===== src/hdl/lbs_mul.sv =====
`timescale 1ns / 1ps
// shared signed 33x33 multiplier with registered product
// depends on nothing but its ports
module lbs_mul
(
    input  logic                clk,
    input  logic signed [32:0]  a,
    input  logic signed [32:0]  b,
    output logic signed [65:0]  p
);

    logic signed [65:0] p_reg;

    // one product per cycle
    always_ff @(posedge clk)
    begin
        p_reg <= a * b;
    end

    assign p = p_reg;

endmodule


===== config.mk =====
export PLATFORM = sky130hd
export DESIGN_NAME = lbs_mul
export DESIGN_NICKNAME = d
export VERILOG_FILES = /design/src/hdl/lbs_mul.sv
export SDC_FILE = /design/constraint.sdc
export NUM_CORES = 2
export LEC_CHECK = 0
export BUFFER_PORTS_ARGS = -buffer_cell sky130_fd_sc_hd__buf_2
export CAP_MARGIN = 20
export CORE_MARGIN = 2
export CORE_UTILIZATION = 50
export DETAILED_ROUTE_END_ITERATION = 12
export PLACE_DENSITY = 0.66
export SLEW_MARGIN = 0
export SYNTH_ARGS = -nofsm -noshare
export SYNTH_HDL_FRONTEND = slang
export SYNTH_SLANG_ARGS = --single-unit

===== constraint.sdc =====
create_clock -name clk -period 16.25 [get_ports clk]
set_input_delay 0.8125 -clock clk [delete_from_list [all_inputs] [get_ports clk]]
set_output_delay 0.8125 -clock clk [all_outputs]
set_load 0.02 [all_outputs]

After elaboration in Yosys (flattened, before gate mapping)
Index checks and enable logic that the tools add are counted.
- $mul: 1
- operators with widths (kind ; number):
    $mul 33x33->66 ; 1
- register bits: 66
- bits of input ports: 67
- output and inout bits: 66

Depth between registers and ports, before layout
- depth in word-level cells: 1
- mapped depth: 27

Worst setup path before layout
Ideal clock, no wire load.
- kind: input -> register
- start point: in a[32]
- end point: reg p_reg[62], in the netlist p[62]
- arrival time: 7970 ps
- data required time: 16171 ps
- slack: 8201 ps
- stages: 23
- cells stage by stage: clkbuf_1 -> nand2_1 -> inv_1 -> fa_1 -> fa_1 -> fa_1 -> fa_1 -> fa_1 -> fa_1 -> fa_1 -> inv_1 -> fa_1 -> inv_1 -> ha_1 -> clkbuf_1 -> and3_1 -> nand3_1 -> nand2b_1 -> a2111oi_4 -> a211oi_4 -> a21o_2 -> a21o_1 -> a211oi_2
- cells in the longest elaborated chain, start to end: 1
- ends and longest elaborated chain (item ; RTL line ; RTL):
    start, declared ; 7 ; input logic signed [32:0] a,
    $mul 33x33->66 ; 17 ; p_reg <= a * b;
    end signal, assigned ; 17 ;
    end, declared ; 12 ; logic signed [65:0] p_reg;
No other way between the ends.

Worst setup path after layout
- start point: in b[9]
- end point: reg p_reg[63], in the netlist p[63]
- cells in the longest elaborated chain, start to end: 1
- ends and longest elaborated chain (item ; RTL line ; RTL):
    start, declared ; 8 ; input logic signed [32:0] b,
    $mul 33x33->66 ; 17 ;
No other way between the ends.

==> tab_implementation.tex <==
\begin{tabular}{lr}
\hline
Metric & Value \\
\hline
\multicolumn{2}{l}{\textbf{Outcome}} \\
\quad Outcome & complete, no violations \\
\multicolumn{2}{l}{\textbf{Routing}} \\
\quad Number of violations reported at the end of detailed-routing iteration 0 & 1,532 \\
\quad Total Wirelength & 108,000 um \\
\quad DRC violation count after routing & 0 \\
\quad Count of vias placed by the detailed router & 28.6k \\
\quad Residual antenna-violating net count after detailed routing & 0 \\
\quad Detail-routed net length per standard cell & 20.1 um \\
\quad Via density per instance & 5.35 \\
\quad Drt pass-1 iters & 5 \\
\multicolumn{2}{l}{\textbf{Die}} \\
\quad Area of the placeable core & 80,500 sq um \\
\quad Height of the die & 289 um \\
\quad Standard-cell row count & 104 \\
\quad Total Die Area & 83,800 sq um \\
\quad Die width & 289 um \\
\quad Initial standard-cell utilization of the core & 0.506 \\
\quad Count of pins on the block boundary & 133 \\
\multicolumn{2}{l}{\textbf{STA}} \\
\quad Setup violations, final & 0 \\
\quad Number of endpoints with negative hold slack in the final report & 0 \\
\quad Final max-slew violation count & 0 \\
\quad RSZ-0062 raised after global routing & no \\
\quad Relative slew margins & 0.262 \\
\quad Hold\_ws & 981 ps \\
\quad Pin slew with the least headroom to its limit & 1110 ps \\
\quad Final critical-path share of the clock period & 0.537 \\
\quad Final critical path time including I/O delays and setup & 8720 ps \\
\quad Final setup TNS & 0 ps \\
\quad Top achievable clock speed & 0.115 GHz \\
\multicolumn{2}{l}{\textbf{Global routing}} \\
\quad Global-route wire length before repair & 174,000 um \\
\quad Number of global-route vias before repair & 31.5k \\
\quad Pin count of the biggest net entering global routing & 34 \\
\quad GRT Residual Overflow & 0 \\
\quad Initial antenna violation count & 4 \\
\quad Overall track demand over capacity in global routing & 0.274 \\
\multicolumn{2}{l}{\textbf{CTS}} \\
\quad Clock buffers created by TritonCTS & 9 \\
\quad CTS max path bufs & 2 \\
\quad Clock input transition at the sequential cells of the worst setup and hold paths & 70 ps \\
\quad CTS tree & yes \\
\quad Number of H-tree levels & 3 \\
\quad Root Driver & sky130\_fd\_sc\_hd\_\_clkbuf\_16 \\
\quad Buffer count from post-CTS setup fixing & 0 \\
\quad Hold buffers post-CTS & 0 \\
\quad Clock sink count & 66 \\
\quad CTS-repair resized insts & 0 \\
\multicolumn{2}{l}{\textbf{Yosys}} \\
\quad Mapped Cells & 4,338 \\
\quad Top flip-flop cell by instance count after synthesis & sky130\_fd\_sc\_hd\_\_dfxtp\_1 \\
\quad Share of synthesized registers carrying an async set or reset & 0 \\
\quad Number of register bits inferred by synthesis & 66 \\
\quad Warnings from Yosys & 0 \\
\quad Most frequently used cell type in the post-synthesis netlist & sky130\_fd\_sc\_hd\_\_fa\_1 \\
\quad Compound-cell area share of the yosys netlist & 0.0407 \\
\quad Mux contribution to synthesized area & 0 \\
\quad Cell area after synthesis & 40,700 sq um \\
\quad Biggest area contributors in the synthesized netlist & sky130\_fd\_sc\_hd\_\_fa\_1 56\%, sky130\_fd\_sc\_hd\_\_inv\_1 10\%, sky130\_fd\_sc\_hd\_\_and2\_1 8.6\% \\
\quad Post-synthesis average cell area & 9.39 sq um \\
\quad XOR/XNOR share of the synthesized area & 0.0146 \\
\quad Yosys top cell area share & 0.563 \\
\quad Dominant combinational cell family by area after synthesis & adder cells \\
\quad Nets in the synthesized netlist & 5,767 \\
\quad Sequential element share of the synthesized area & 0.0324 \\
\quad Post-Synth Simple-Gate Area & 0.158 \\
\quad Number of enable flip-flop cells after synthesis & 0 \\
\quad Synth Area in Adders & 0.629 \\
\quad Cell accounting for the most synthesized area & sky130\_fd\_sc\_hd\_\_fa\_1 \\
\quad Unique masters post-synth & 80 \\
\quad Cell types with the highest counts after synthesis & 1,145 x sky130\_fd\_sc\_hd\_\_fa\_1, 1,131 x sky130\_fd\_sc\_hd\_\_inv\_1, 562 x sky130\_fd\_sc\_hd\_\_and2\_1 \\
\multicolumn{2}{l}{\textbf{Worst setup path}} \\
\quad Type of the setup path with the least slack & in -> reg \\
\quad Startpoint types & input pin \\
\quad Arrival time of the worst setup path & 9050 ps \\
\quad Crit-path max FO & 33 \\
\quad Required time of the critical path & 16,580 ps \\
\quad Kind of capture point of the worst setup path & flop \\
\multicolumn{2}{l}{\textbf{Final layout}} \\
\quad Post-route cell area & 42,300 sq um \\
\quad Signed area change from the synthesized netlist to the final layout & 3.79\% \\
\quad Fraction of final layout cells sized beyond drive strength 1 & 0.0463 \\
\quad Largest register FFs & 66 \\
\quad Number of fill cells & 7,514 \\
\quad Total number of nets in the final design & 5,703 \\
\multicolumn{2}{l}{\textbf{Place}} \\
\quad Post-detailed-placement half-perimeter wirelength & 88,300 um \\
\quad Count of buffers from port buffering & 132 \\
\quad Placer congestion estimate & 0.913 \\
\quad Cell area after placement & 42,000 sq um \\
\multicolumn{2}{l}{\textbf{Worst hold path}} \\
\quad Number of stages on the worst hold path & 2 \\
\quad Path category of the worst min-delay check & in -> reg \\
\multicolumn{2}{l}{\textbf{Flow run}} \\
\quad Max Cap Violations & 0 \\
\hline
\end{tabular}
[path summary, 6_finish.rpt]
path / to / start / slack (ps)
worst min-delay path: p[0]$_DFF_P_ / b[0] / 980
worst max-delay path: p[63]$_DFF_P_ / b[9] / 7530
[layout make-up]
cell class | instances | area [sq um] | area share
timing repair buffer | 146 | 766 | 0.0181
tap | 1060 | 1330 | 0.0314
antenna | 3 | 7.51 | 0.000178
sequential | 66 | 1320 | 0.0313
inverter | 1131 | 4250 | 0.100
clock inverter | 6 | 67.6 | 0.00160
multi-input combinational | 2920 | 34300 | 0.812
clock buffer | 10 | 229 | 0.00542
[worst max-delay path, stage by stage]
cell and delay [ps]:
sky130_fd_sc_hd__buf_2 720, sky130_fd_sc_hd__nand2_1 280, sky130_fd_sc_hd__fa_1 710, sky130_fd_sc_hd__fa_1 450, sky130_fd_sc_hd__fa_1 570, sky130_fd_sc_hd__inv_1 70, sky130_fd_sc_hd__fa_1 1240, sky130_fd_sc_hd__fa_1 590
sky130_fd_sc_hd__fa_1 510, sky130_fd_sc_hd__fa_1 490, sky130_fd_sc_hd__inv_1 50, sky130_fd_sc_hd__fa_1 480, sky130_fd_sc_hd__inv_1 40, sky130_fd_sc_hd__ha_1 360, sky130_fd_sc_hd__and2_1 190, sky130_fd_sc_hd__and3_1 220
sky130_fd_sc_hd__nand4_1 100, sky130_fd_sc_hd__nor4_1 450, sky130_fd_sc_hd__a21oi_4 190, sky130_fd_sc_hd__or3b_1 410, sky130_fd_sc_hd__nand3_1 80
[placed cells by master (no fill, tap or decap), drive strengths merged, types with 3 or more instances in the layout]
master / n
nor4: 3
o21ai: 33
a21o: 38
xor2: 25
o21a: 6
nor3: 7
clkbuf: 10
or2: 3
dfxtp: 66
diode: 3
a211o: 6
clkinv: 3
o211ai: 5
nand4: 12
a21oi: 61
fa: 1145
and2: 563
a221oi: 3
xnor2: 43
o21bai: 11
inv: 1131
a211oi: 11
nand2b: 12
o31ai: 7
nor2b: 5
a31oi: 9
nor2: 68
ha: 217
buf: 146
nand2: 551
and4: 5
nand3: 26
and3: 6
a21boi: 3
or3: 3
[stage by stage]
step           setup slack (ps)  std cells  utilization
3_5_place_dp               7140       5323        0.521
5_1_grt                    7160       5341        0.525
4_1_cts                    7560       5339        0.525
2_1_floorplan              8200       4338            -
3_3_place_gp               7300       5323        0.521
6_report                   7530       5342        0.525
[cells by family after synthesis]
family | count (synthesis)
adders and majority gates | 1362
xor gates and xnor gates | 68
buffers and inverters | 1352
AOI/OAI and AO/OA | 219
DFF | 66
and+or+nand+nor | 1271
[layer usage]
layer / track usage / share of wire / vias up
li1: - / - / 12202
met1: 0.332 / 0.37 / 15196
met2: 0.484 / 0.52 / 921
met3: 0.0372 / 0.055 / 263
met4: 0.129 / 0.053 / 2
met5: 0 / 0.00012 / -
Power is left out: the tool's default activity adds up to more than one toggle a clock period on the data nets, which glitch-free logic cannot reach.
