[src/hdl/lbs_pkg.sv]
`timescale 1ns / 1ps
// shared constants, command codes and types for the linear blend skinning core
// no dependencies
package lbs_pkg;

    localparam int MAX_BONES_DEF      = 256;
    localparam int MAX_INFLUENCES_DEF = 4;
    localparam int WORDS_PER_BONE     = 12;
    localparam int ONE_Q16            = 65536;

    localparam logic [1:0] CMD_LOAD_WORD = 2'd0;
    localparam logic [1:0] CMD_SET_SLOT  = 2'd1;
    localparam logic [1:0] CMD_XFORM_POS = 2'd2;
    localparam logic [1:0] CMD_XFORM_DIR = 2'd3;

    // request to the shift-subtract unit
    typedef struct packed {
        logic start;
        logic sqrt_mode;
    } ds_req_t;

    // saturate a wide signed value to 32 bits
    function automatic logic signed [31:0] sat32(input logic signed [63:0] x);
        logic signed [31:0] r;
        if (x > 64'sd2147483647)
            r = 32'sh7fffffff;
        else if (x < -64'sd2147483648)
            r = 32'sh80000000;
        else
            r = x[31:0];
        return r;
    endfunction

endpackage

[src/hdl/lbs_divsqrt.sv]
`timescale 1ns / 1ps
// iterative shift-subtract unit: 64-bit integer square root or 48/32 division
// depends on lbs_pkg
module lbs_divsqrt
(
    input  logic               clk,
    input  logic               rst_n,
    input  lbs_pkg::ds_req_t   req,
    input  logic [63:0]        operand,
    input  logic [31:0]        divisor,
    output logic               done,
    output logic [47:0]        result
);
    import lbs_pkg::*;

    logic        busy_reg, busy_next;
    logic        done_reg, done_next;
    logic        mode_reg, mode_next;
    logic [5:0]  cnt_reg, cnt_next;
    logic [63:0] sh_reg, sh_next;
    logic [35:0] rem_reg, rem_next;
    logic [47:0] res_reg, res_next;
    logic [31:0] dv_reg, dv_next;
    logic [35:0] rem_sh, trial;
    logic        ge;

    // one result bit per cycle
    always_comb
    begin
        rem_sh = mode_reg ? {rem_reg[33:0], sh_reg[63:62]} : {rem_reg[34:0], sh_reg[63]};
        trial  = mode_reg ? {2'b00, res_reg[31:0], 2'b01} : {4'b0000, dv_reg};
        ge     = rem_sh >= trial;

        busy_next = busy_reg;
        done_next = 1'b0;
        mode_next = mode_reg;
        cnt_next  = cnt_reg;
        sh_next   = sh_reg;
        rem_next  = rem_reg;
        res_next  = res_reg;
        dv_next   = dv_reg;
        if (req.start)
        begin
            busy_next = 1'b1;
            mode_next = req.sqrt_mode;
            cnt_next  = req.sqrt_mode ? 6'd32 : 6'd48;
            sh_next   = operand;
            rem_next  = '0;
            res_next  = '0;
            dv_next   = divisor;
        end
        else if (busy_reg)
        begin
            sh_next  = mode_reg ? {sh_reg[61:0], 2'b00} : {sh_reg[62:0], 1'b0};
            rem_next = ge ? rem_sh - trial : rem_sh;
            res_next = {res_reg[46:0], ge};
            cnt_next = cnt_reg - 6'd1;
            if (cnt_reg == 6'd1)
            begin
                busy_next = 1'b0;
                done_next = 1'b1;
            end
        end
    end

    // control state
    always_ff @(posedge clk or negedge rst_n)
    begin
        if (!rst_n)
        begin
            busy_reg <= 1'b0;
            done_reg <= 1'b0;
            cnt_reg  <= '0;
        end
        else
        begin
            busy_reg <= busy_next;
            done_reg <= done_next;
            cnt_reg  <= cnt_next;
        end
    end

    // datapath
    always_ff @(posedge clk)
    begin
        mode_reg <= mode_next;
        sh_reg   <= sh_next;
        rem_reg  <= rem_next;
        res_reg  <= res_next;
        dv_reg   <= dv_next;
    end

    assign done   = done_reg;
    assign result = res_reg;

endmodule

[config.mk]
export PLATFORM = sky130hd
export DESIGN_NAME = lbs_divsqrt
export DESIGN_NICKNAME = d
export VERILOG_FILES = /design/src/hdl/lbs_pkg.sv /design/src/hdl/lbs_divsqrt.sv
export SDC_FILE = /design/constraint.sdc
export NUM_CORES = 1
export LEC_CHECK = 0
export BUFFER_PORTS_ARGS = -buffer_cell sky130_fd_sc_hd__buf_2
export CORE_MARGIN = 8
export CORE_UTILIZATION = 53
export DETAILED_ROUTE_END_ITERATION = 6
export PLACE_DENSITY = 0.78
export SKIP_LAST_GASP = 1
export SLEW_MARGIN = 20
export SYNTH_ARGS = -nofsm -noshare
export SYNTH_HDL_FRONTEND = slang
export SYNTH_SLANG_ARGS = --single-unit
[constraint.sdc]
create_clock -name clk -period 4.25 [get_ports clk]
set_input_delay 0.425 -clock clk [delete_from_list [all_inputs] [get_ports clk]]
set_output_delay 0.425 -clock clk [all_outputs]
set_load 0.01 [all_outputs]
# Word-level counts from Yosys, hierarchy flattened
# Cells that the tools add are included.
dict set report totals {
  reg_bits 188
  input_bits 100
  output_inout_bits 49
  elab_cells 28
}
dict set report classes {
  add_sub_neg 2
  n_lt_le_gt_ge 1
  eq_ne 1
  muxes 15
  n_reduce_logical 1
}
# op count
set op_table {}
lappend op_table {{64-bit 2-to-1 mux} 3}
lappend op_table {{36-bit by 34-bit >= comparator with 1-bit output} 1}
lappend op_table {{36-bit 2-to-1 mux} 1}
lappend op_table {{35-bit 2-to-1 mux} 1}
lappend op_table {{35-bit by 34-bit subtractor with 35-bit output} 1}
lappend op_table {{34-bit 2-to-1 mux} 1}
lappend op_table {{6-bit 2-to-1 mux} 2}
lappend op_table {{6-bit by 1-bit equality test with 1-bit output, second input constant} 1}
lappend op_table {{1-bit 2-to-1 mux} 6}
lappend op_table {{6-bit by 1-bit subtractor with 6-bit output, second input constant} 1}
lappend op_table {{5-bit 2-to-1 mux} 1}
lappend op_table {{2-bit nonzero test} 1}

# Depth between registers and ports, before layout
# Gate-level depths: netlist of run 1.
dict set report logic_depth {
  depth_word 4
  mapped_depth 18
  ltp_nobuf 12
}

# Least setup slack after synthesis of run 1
# OpenSTA, ideal clock, no wires.
dict set report synth_path {
  path_kind {register -> register}
  startpoint {register mode_reg}
  endpoint {register rem_reg[21]}
  setup_ps 137
  t_arrival_ps 3987
  t_required_ps 4113
  setup_slack_ps 126
  path_stages_with_launch 19
  path_buffers 8
  period_less_slack_ps 4124
  path_cell_list {edfxtp_1 -> clkbuf_1 -> buf_1 -> buf_1 -> buf_1 -> mux2i_1 -> ha_1 -> buf_6 -> a21o_1 -> a21o_1 -> a21oi_2 -> o21ai_1 -> or2_2 -> buf_2 -> nor2_4 -> buf_6 -> buf_8 -> mux2i_1 -> a211oi_1}
}
dict set report synth_via {
  elab_chain_cells 3
  elab_cells_between_ends 5
  classes_between {add/sub (1); order compare (1); mux (3)}
}
# element line
set synth_lines {}
lappend synth_lines {{start, declared} lbs_divsqrt.sv:18} ;# logic mode_reg, mode_next;
lappend synth_lines {{start signal, assigned} lbs_divsqrt.sv:86} ;# mode_reg <= mode_next;
lappend synth_lines {{36-bit 2-to-1 mux / 34-bit 2-to-1 mux (equally long branches)} {lbs_divsqrt.sv:30, lbs_divsqrt.sv:31}}
lappend synth_lines {{35-bit by 34-bit subtractor with 35-bit output / 36-bit by 34-bit >= comparator with 1-bit output (equally long branches)} {lbs_divsqrt.sv:55, lbs_divsqrt.sv:32}}
lappend synth_lines {{35-bit 2-to-1 mux *} lbs_divsqrt.sv:55} ;# rem_next = ge ? rem_sh - trial : rem_sh;
lappend synth_lines {{end signal, assigned} lbs_divsqrt.sv:88} ;# rem_reg <= rem_next;
lappend synth_lines {{end, declared} lbs_divsqrt.sv:21} ;# logic [35:0] rem_reg, rem_next;
# Every way passes the cells marked *; elsewhere a longest branch is shown, timed or not.
# A chain may end at the register's enable or synchronous reset.

# Worst setup path after layout of run 1
dict set report layout_path {
  startpoint {register mode_reg}
  endpoint {register rem_reg[3]}
}
# The elaborated chain is that of the path after synthesis.

==> results of run 1 <==
where the power goes:
group          internal (mW)  leakage [nW]  switching [mW]  total [mW]
clock network          0.817         0.302           0.841        1.66
logic                   1.43          3.49            1.74        3.17
registers               2.19          1.80           0.164        2.35
total                   4.43          5.59            2.75        7.18
cell type report:
class | instances | share of cell area
inverters | 9 | 0.002778
repair buffers | 159 | 0.07048
well taps | 270 | 0.02778
multi-input cells | 775 | 0.4539
clock buffers | 17 | 0.03498
flip-flops and latches | 188 | 0.3929
clock inverters | 15 | 0.01718
cell families (layout without fill, tap and decap cells):
logic type	count (synthesis)	after routing	share of synthesized area
compound gates	237	237	0.1448
simple gates	276	276	0.1174
xor+xnor	28	28	0.02306
buf+inv	80	200	0.03200
fa+ha+maj	37	37	0.04424
mux	197	197	0.1894
flops	188	188	0.4490
worst paths after layout:
path	start	to	slack (ns)	cells past startpoint
setup / recovery	mode_reg$_DFFE_PP_	rem_reg[3]$_SDFFE_PP0P_	0.58	12
hold / removal	divisor[30]	dv_reg[30]$_DFFE_PP_	0.15	1
setup reg to reg	mode_reg$_DFFE_PP_	rem_reg[3]$_SDFFE_PP0P_	0.58	12
hold reg to reg	rem_reg[2]$_SDFFE_PP0P_	rem_reg[2]$_SDFFE_PP0P_	0.49	2
max in group asynchronous	rst_n	busy_reg$_DFF_PN0_	3.70	2
min in group asynchronous	rst_n	done$_DFF_PN0_	0.36	2
through the flow:
step	std cells	setup slack, ns	util
after global routing	1433	0.3603	0.6088
after floorplan	1043	0.1262	-
after CTS	1433	0.5509	0.6088
after global placement	1400	0.6584	0.5765
final	1433	0.5786	0.6088
after detailed placement	1400	0.6065	0.5765
cell usage in the layout (no fill, tap or decap), types with 15 or more instances in the layout:
master	n
a21oi_1	38
mux2_2	34
edfxtp_1	97
nor2_1	99
buf_2	147
clkbuf_16	17
ha_1	36
mux2i_1	163
nand2_1	97
dfxtp_1	83
a211oi_1	24
o21ai_0	91
a21o_1	15
worst max-delay path, cell delays in order (launching register included):
cell and delay (ns):
edfxtp_1 0.40, buf_4 0.35, mux2_2 0.39, ha_1 0.47, and4_1 0.31, nand4_1 0.15, inv_1 0.15, o2111ai_4 0.16
a21boi_4 0.27, nor2_4 0.05, buf_4 0.22, or3_1 0.39, a311oi_1 0.26
per-layer routing:
| metal | vias up | track usage | share of wire |
|---|---|---|---|
| met3 | 34 | 0.05296 | 0.064 |
| met2 | 195 | 0.2952 | 0.45 |
| li1 | 4056 | - | - |
| met4 | 6 | 0.06437 | 0.017 |
| met1 | 3777 | 0.2468 | 0.47 |
| met5 | - | 0 | 0.0014 |
==> flow_summary_export.csv, run 1 <==
group,metric,value,unit
hold_path,hold_path_class,"in -> reg",
placed_design,portBuffers,148,
sta,slew_headroom,0.3385,
pwr,finalPower,7.179,mW
die,die_area,24850,µm²
finish,fillers,1664,
critical_path,critPathKind,"reg -> reg",
sta,slew_viol_final,0,
sta,worst_pin_slew,0.9909,ns
synth,synth_ff_type,"edfxtp_1",
finish,largest_reg_flops,64,
global_route,grt_remaining_overflow,0,
global_route,grt_first_pass_wirelength,38170,µm
pwr,p_per_area,590.4,nW/µm²
clock_tree,ctsHoldBuffers,1,
synth,yosysWarnings,0,
clock_tree,h-tree-depth,4,
run,maxCapViolCount,0,
synth,ys_seq_area_frac,0.4490,
synth,ys_top_cells_by_area,"edfxtp_1, dfxtp_1, mux2i_1, o21ai_0, ha_1",
die,dieWidth,157.6,µm
drt,vias,8068,
synth,synth.top_cell.area_share,0.2739,
global_route,grt_max_degree,172,
sta,period_needed,3.671,ns
sta,holdWs,0.1532,ns
die,initial_core_util,0.5324,
drt,wl_per_cell,16.09,µm
placed_design,dp_hpwl,15940,µm
synth,synth_most_common_cell,"mux2i_1",
clock_tree,cts_buffer_depth,2,
placed_design,place_area,11520,µm²
sta,tns,0,ns
clock_tree,clkLatencyLatePin,0.45,ns
critical_path,crit_path_max_fanout,23,
pwr,cellLeakagePower,5.593,nW
finish,drive_above_1_share,0.2046,
clock_tree,clk_pin_slew,0.08,ns
drt,initialDrtViolationCount,490,
clock_tree,cts_sinks,188,
synth,synth-edff-count,97,
synth,synthesis.nets,1180,
clock_tree,cts_root_buf,"clkbuf_16",
sta,min_period_over_period,0.8639,
synth,yosys-top-cells-count,"mux2i_1, nor2_1, edfxtp_1, nand2_1, o21ai_0",
synth,syn_inst,1043,
critical_path,crit_path_start_kind,"register",
drt,wl,23050,µm
critical_path,end_kind,"register",
synth,syn-cell-area,10630,µm²
sta,setup_viol,0,
die,die_h,157.6,µm
global_route,grt_pass1_vias,7867,
finish,syn_to_final_growth,14.35,%
drt,ant_nets,0,
placed_design,gp_congestion,0.9280,
finish,n_antenna_cell,0,
finish,nets,1287,
synth,synthArstFlopShare,0.04255,
sta,rsz0062_at_grt,"no",
die,rows,52,
sta,max_freq,272.4,MHz
sta,hold_violations,0,
drt,drt_pass1_iterations,5,
pwr,max-vdd-ir-drop,0.4715,mV
die,core-area,19970,µm²
run_status,status,"finished clean",
finish,multi_input_area,5519,µm²
synth,synth_top_cell_by_area,"edfxtp_1",
synth,ys_seq_elements,188,
sta,finClkSkew,0.01349,ns
synth,syn_avg_cell_area,10.20,µm²
global_route,antenna_found_initial,3,
finish,fin_area,12160,µm²
drt,vias_per_cell,5.630,
clock_tree,cts_buffers,17,
clock_tree,cts_tree,"done",
finish,seqCellArea,4778,µm²
critical_path,arrival,4.03,ns
clock_tree,ctsResizeCount,0,
critical_path,required,4.60,ns
synth,ys_types,76,
drt,drc,0,
global_route,grt_usage,0.1887,
die,pin_count,149,
clock_tree,post_cts_buffers,0,
Power figures use the tool's default switching activity.
==> run 2, diff against run 1 <==
PLACE_DENSITY = 0.75   (was 0.78)
RECOVER_POWER = 50   (was default)
clock period = 4 ns   (was 4.25 ns; I/O delays follow)
==> run 2 against run 1 <==
Net effect:
- the flow now finishes with violations (capacitance limit, slew limit)
- global-route usage rose by 0.55 points
- routed wire length rose by 4.1%
- via count rose by 0.52%
- setup slack got worse by 0.32 ns
- register-to-register slack got worse by 0.32 ns
- sequential share of layout area fell by 0.091 points
- final cell count rose by 0.84%
==> flow_summary_export.csv, run 2 (synthesis results as in run 1) <==
group,metric,value,unit
finish,largest_reg_flops,64,
critical_path,path_common_cell,"buf_12",
clock_tree,cts_tree,"done",
die,die_h,157.6,µm
run_status,status,"finished with violations",
drt,wl_per_cell,16.60,µm
global_route,grt_use_met3,0.04395,
critical_path,arrival,4.07,ns
pwr,p_per_area,633.8,nW/µm²
sta,period_needed,3.743,ns
finish,multi_input_area,5519,µm²
sta,rsz0062_at_grt,"no",
finish,syn_to_final_growth,14.53,%
drt,drt_pass1_iterations,5,
finish,fin_cells,1445,
sta,setup_viol,0,
critical_path,crit_chain,"buf_12 > mux2_2 > ha_1 > and4_1 > nand4_1 > inv_1 > o2111ai_4 > a21boi_4 > nor2_4 > buf_12 > or3_1 > a311oi_1",
clock_tree,clkLatencyLatePin,0.45,ns
global_route,gr-usage-met2,0.3135,
pwr,cellLeakagePower,5.410,nW
hold_path,hold_path_class,"in -> reg",
sta,min_period_over_period,0.9357,
critical_path,cpPeakStageDelay,0.56,ns
die,die_area,24850,µm²
placed_design,numPlacedInstances,1411,
sta,slew_headroom,-0.2855,
clock_tree,cts_root_buf,"clkbuf_16",
critical_path,end_kind,"register",
pwr,power_frac_seq,0.324,
critical_path,crit_slowest_cell,"edfxtp_1",
placed_design,dp_hpwl,16830,µm
pwr,comb_power_share,0.454,
finish,seqCellArea,4775,µm²
clock_tree,cts_buffer_depth,2,
pwr,p_int,4.787,mW
critical_path,cp_top_family,"simple AND/OR/NAND/NOR gates",
global_route,met1_usage,0.2552,
global_route,grt_first_pass_wirelength,39270,µm
critical_path,required,4.33,ns
placed_design,portBuffers,148,
finish,fin_util,0.6097,
die,core-area,19970,µm²
die,rows,52,
drt,ant_nets,0,
sta,worst_pin_slew,1.928,ns
global_route,grt_max_degree,213,
drt,vias,8110,
finish,drive_above_1_share,0.1635,
die,dieWidth,157.6,µm
finish,final_cell_mix,"mux2i_1, nor2_1, nand2_1, edfxtp_1, buf_2",
global_route,grt_pass1_vias,8208,
clock_tree,h-tree-depth,4,
critical_path,crit_buf_inv,3,
sta,finClkSkew,0.01498,ns
sta,tns,0,ns
pwr,p_sw_frac,0.3798,
pwr,power.switching,2.932,mW
drt,drc,0,
global_route,antenna_found_initial,0,
clock_tree,clk_pin_slew,0.08,ns
placed_design,gp_congestion,0.9488,
critical_path,crit_path_start_kind,"register",
global_route,busiest_layer,"met2",
sta,slew_viol_final,115,
clock_tree,post_cts_buffers,0,
drt,vias_per_cell,5.612,
finish,fillers,1728,
critical_path,critPathKind,"reg -> reg",
die,pin_count,149,
run,maxCapViolCount,2,
sta,max_freq,267.2,MHz
global_route,grt_remaining_overflow,0,
critical_path,crit_path_max_fanout,35,
pwr,finalPower,7.719,mW
drt,wl,23990,µm
global_route,grt_usage,0.1943,
finish,nets,1298,
clock_tree,cts_sinks,188,
clock_tree,cts_buffers,17,
sta,hold_violations,0,
pwr,max-vdd-ir-drop,0.3223,mV
run_status,failed_checks,"capacitance limit, slew limit",
finish,final_common_cell,"mux2i_1",
pwr,p_clk_frac,0.222,
die,initial_core_util,0.5324,
drt,initialDrtViolationCount,394,
## run 2: changes by cell type in the layout (fill, tap and decap cells not counted), sizes merged
cell,change
inv,+1
clkinvlp,+1
diode,+1
clkinv,-2
buf,-45
clkbuf,+56
## run 2: worst register-to-register path, cell delays in order, from the launching register on
cell and delay [ns]:
edfxtp_1 0.56, buf_12 0.27, mux2_2 0.42, ha_1 0.46, and4_1 0.31, nand4_1 0.14
inv_1 0.14, o2111ai_4 0.17, a21boi_4 0.29, nor2_4 0.08, buf_12 0.17, or3_1 0.37
a311oi_1 0.28
## run 2: stage by stage
| stage | area [µm²] | hold WS, ns | setup slack (ns) |
|---|---|---|---|
| 6_report | 12180 | 0.1316 | 0.2573 |
| 5_1_grt | 12180 | 0.1179 | 0.02008 |
| 4_1_cts | 12260 | 0.1194 | 0.2759 |
| 3_5_place_dp | 11650 | 0.2513 | 0.3211 |
| 3_3_place_gp | 11650 | 0.2506 | 0.4360 |
| 2_1_floorplan | 10640 | 0.1044 | 0.07231 |
## run 2: final timing paths
path | startpoint | end | slack, ns | depth (start not counted)
max in group asynchronous | rst_n | cnt_reg[0]$_DFFE_PN0P_ | 3.28 | 2
setup / recovery | mode_reg$_DFFE_PP_ | rem_reg[3]$_SDFFE_PP0P_ | 0.26 | 12
hold / removal | divisor[27] | dv_reg[27]$_DFFE_PP_ | 0.13 | 1
hold reg to reg | result[0]$_SDFFE_PP0P_ | result[0]$_SDFFE_PP0P_ | 0.49 | 2
setup reg to reg | mode_reg$_DFFE_PP_ | rem_reg[3]$_SDFFE_PP0P_ | 0.26 | 12
min in group asynchronous | rst_n | cnt_reg[1]$_DFFE_PN0P_ | 0.42 | 2
## run 2: cell type report
class                      count  share of cell area
multi-input combinational    775              0.4532
sequential                   188              0.3920
timing repair buffer         170             0.07489
clock buffer                  17             0.03493
tap                          270             0.02774
clock inverter                15             0.01428
inverter                       9            0.002774
antenna                        1           0.0002055
## run 2: repair_timing
item	4_1_cts	5_1_grt
endpoints found under the hold margin	8	0
gates resized for setup	0	0
hold buffers	1	0
## run 2: metal layers
metal,share of wire,vias to the layer above
met5,0,-
met4,0.012,0
li1,-,4086
met1,0.47,3818
met3,0.052,20
met2,0.47,186
## run 2: power by group through the flow
| stage | Combinational (mW) | Sequential [mW] | Clock [mW] |
|---|---|---|---|
| 4_1_cts | 3.50 | 2.50 | 1.75 |
| 2_1_floorplan | 2.73 | 2.48 | 0 |
| 3_5_place_dp | 3.46 | 2.54 | 0 |
| 3_3_place_gp | 3.40 | 2.53 | 0 |
| 5_1_grt | 3.88 | 2.53 | 1.83 |
| 6_report | 3.51 | 2.50 | 1.71 |
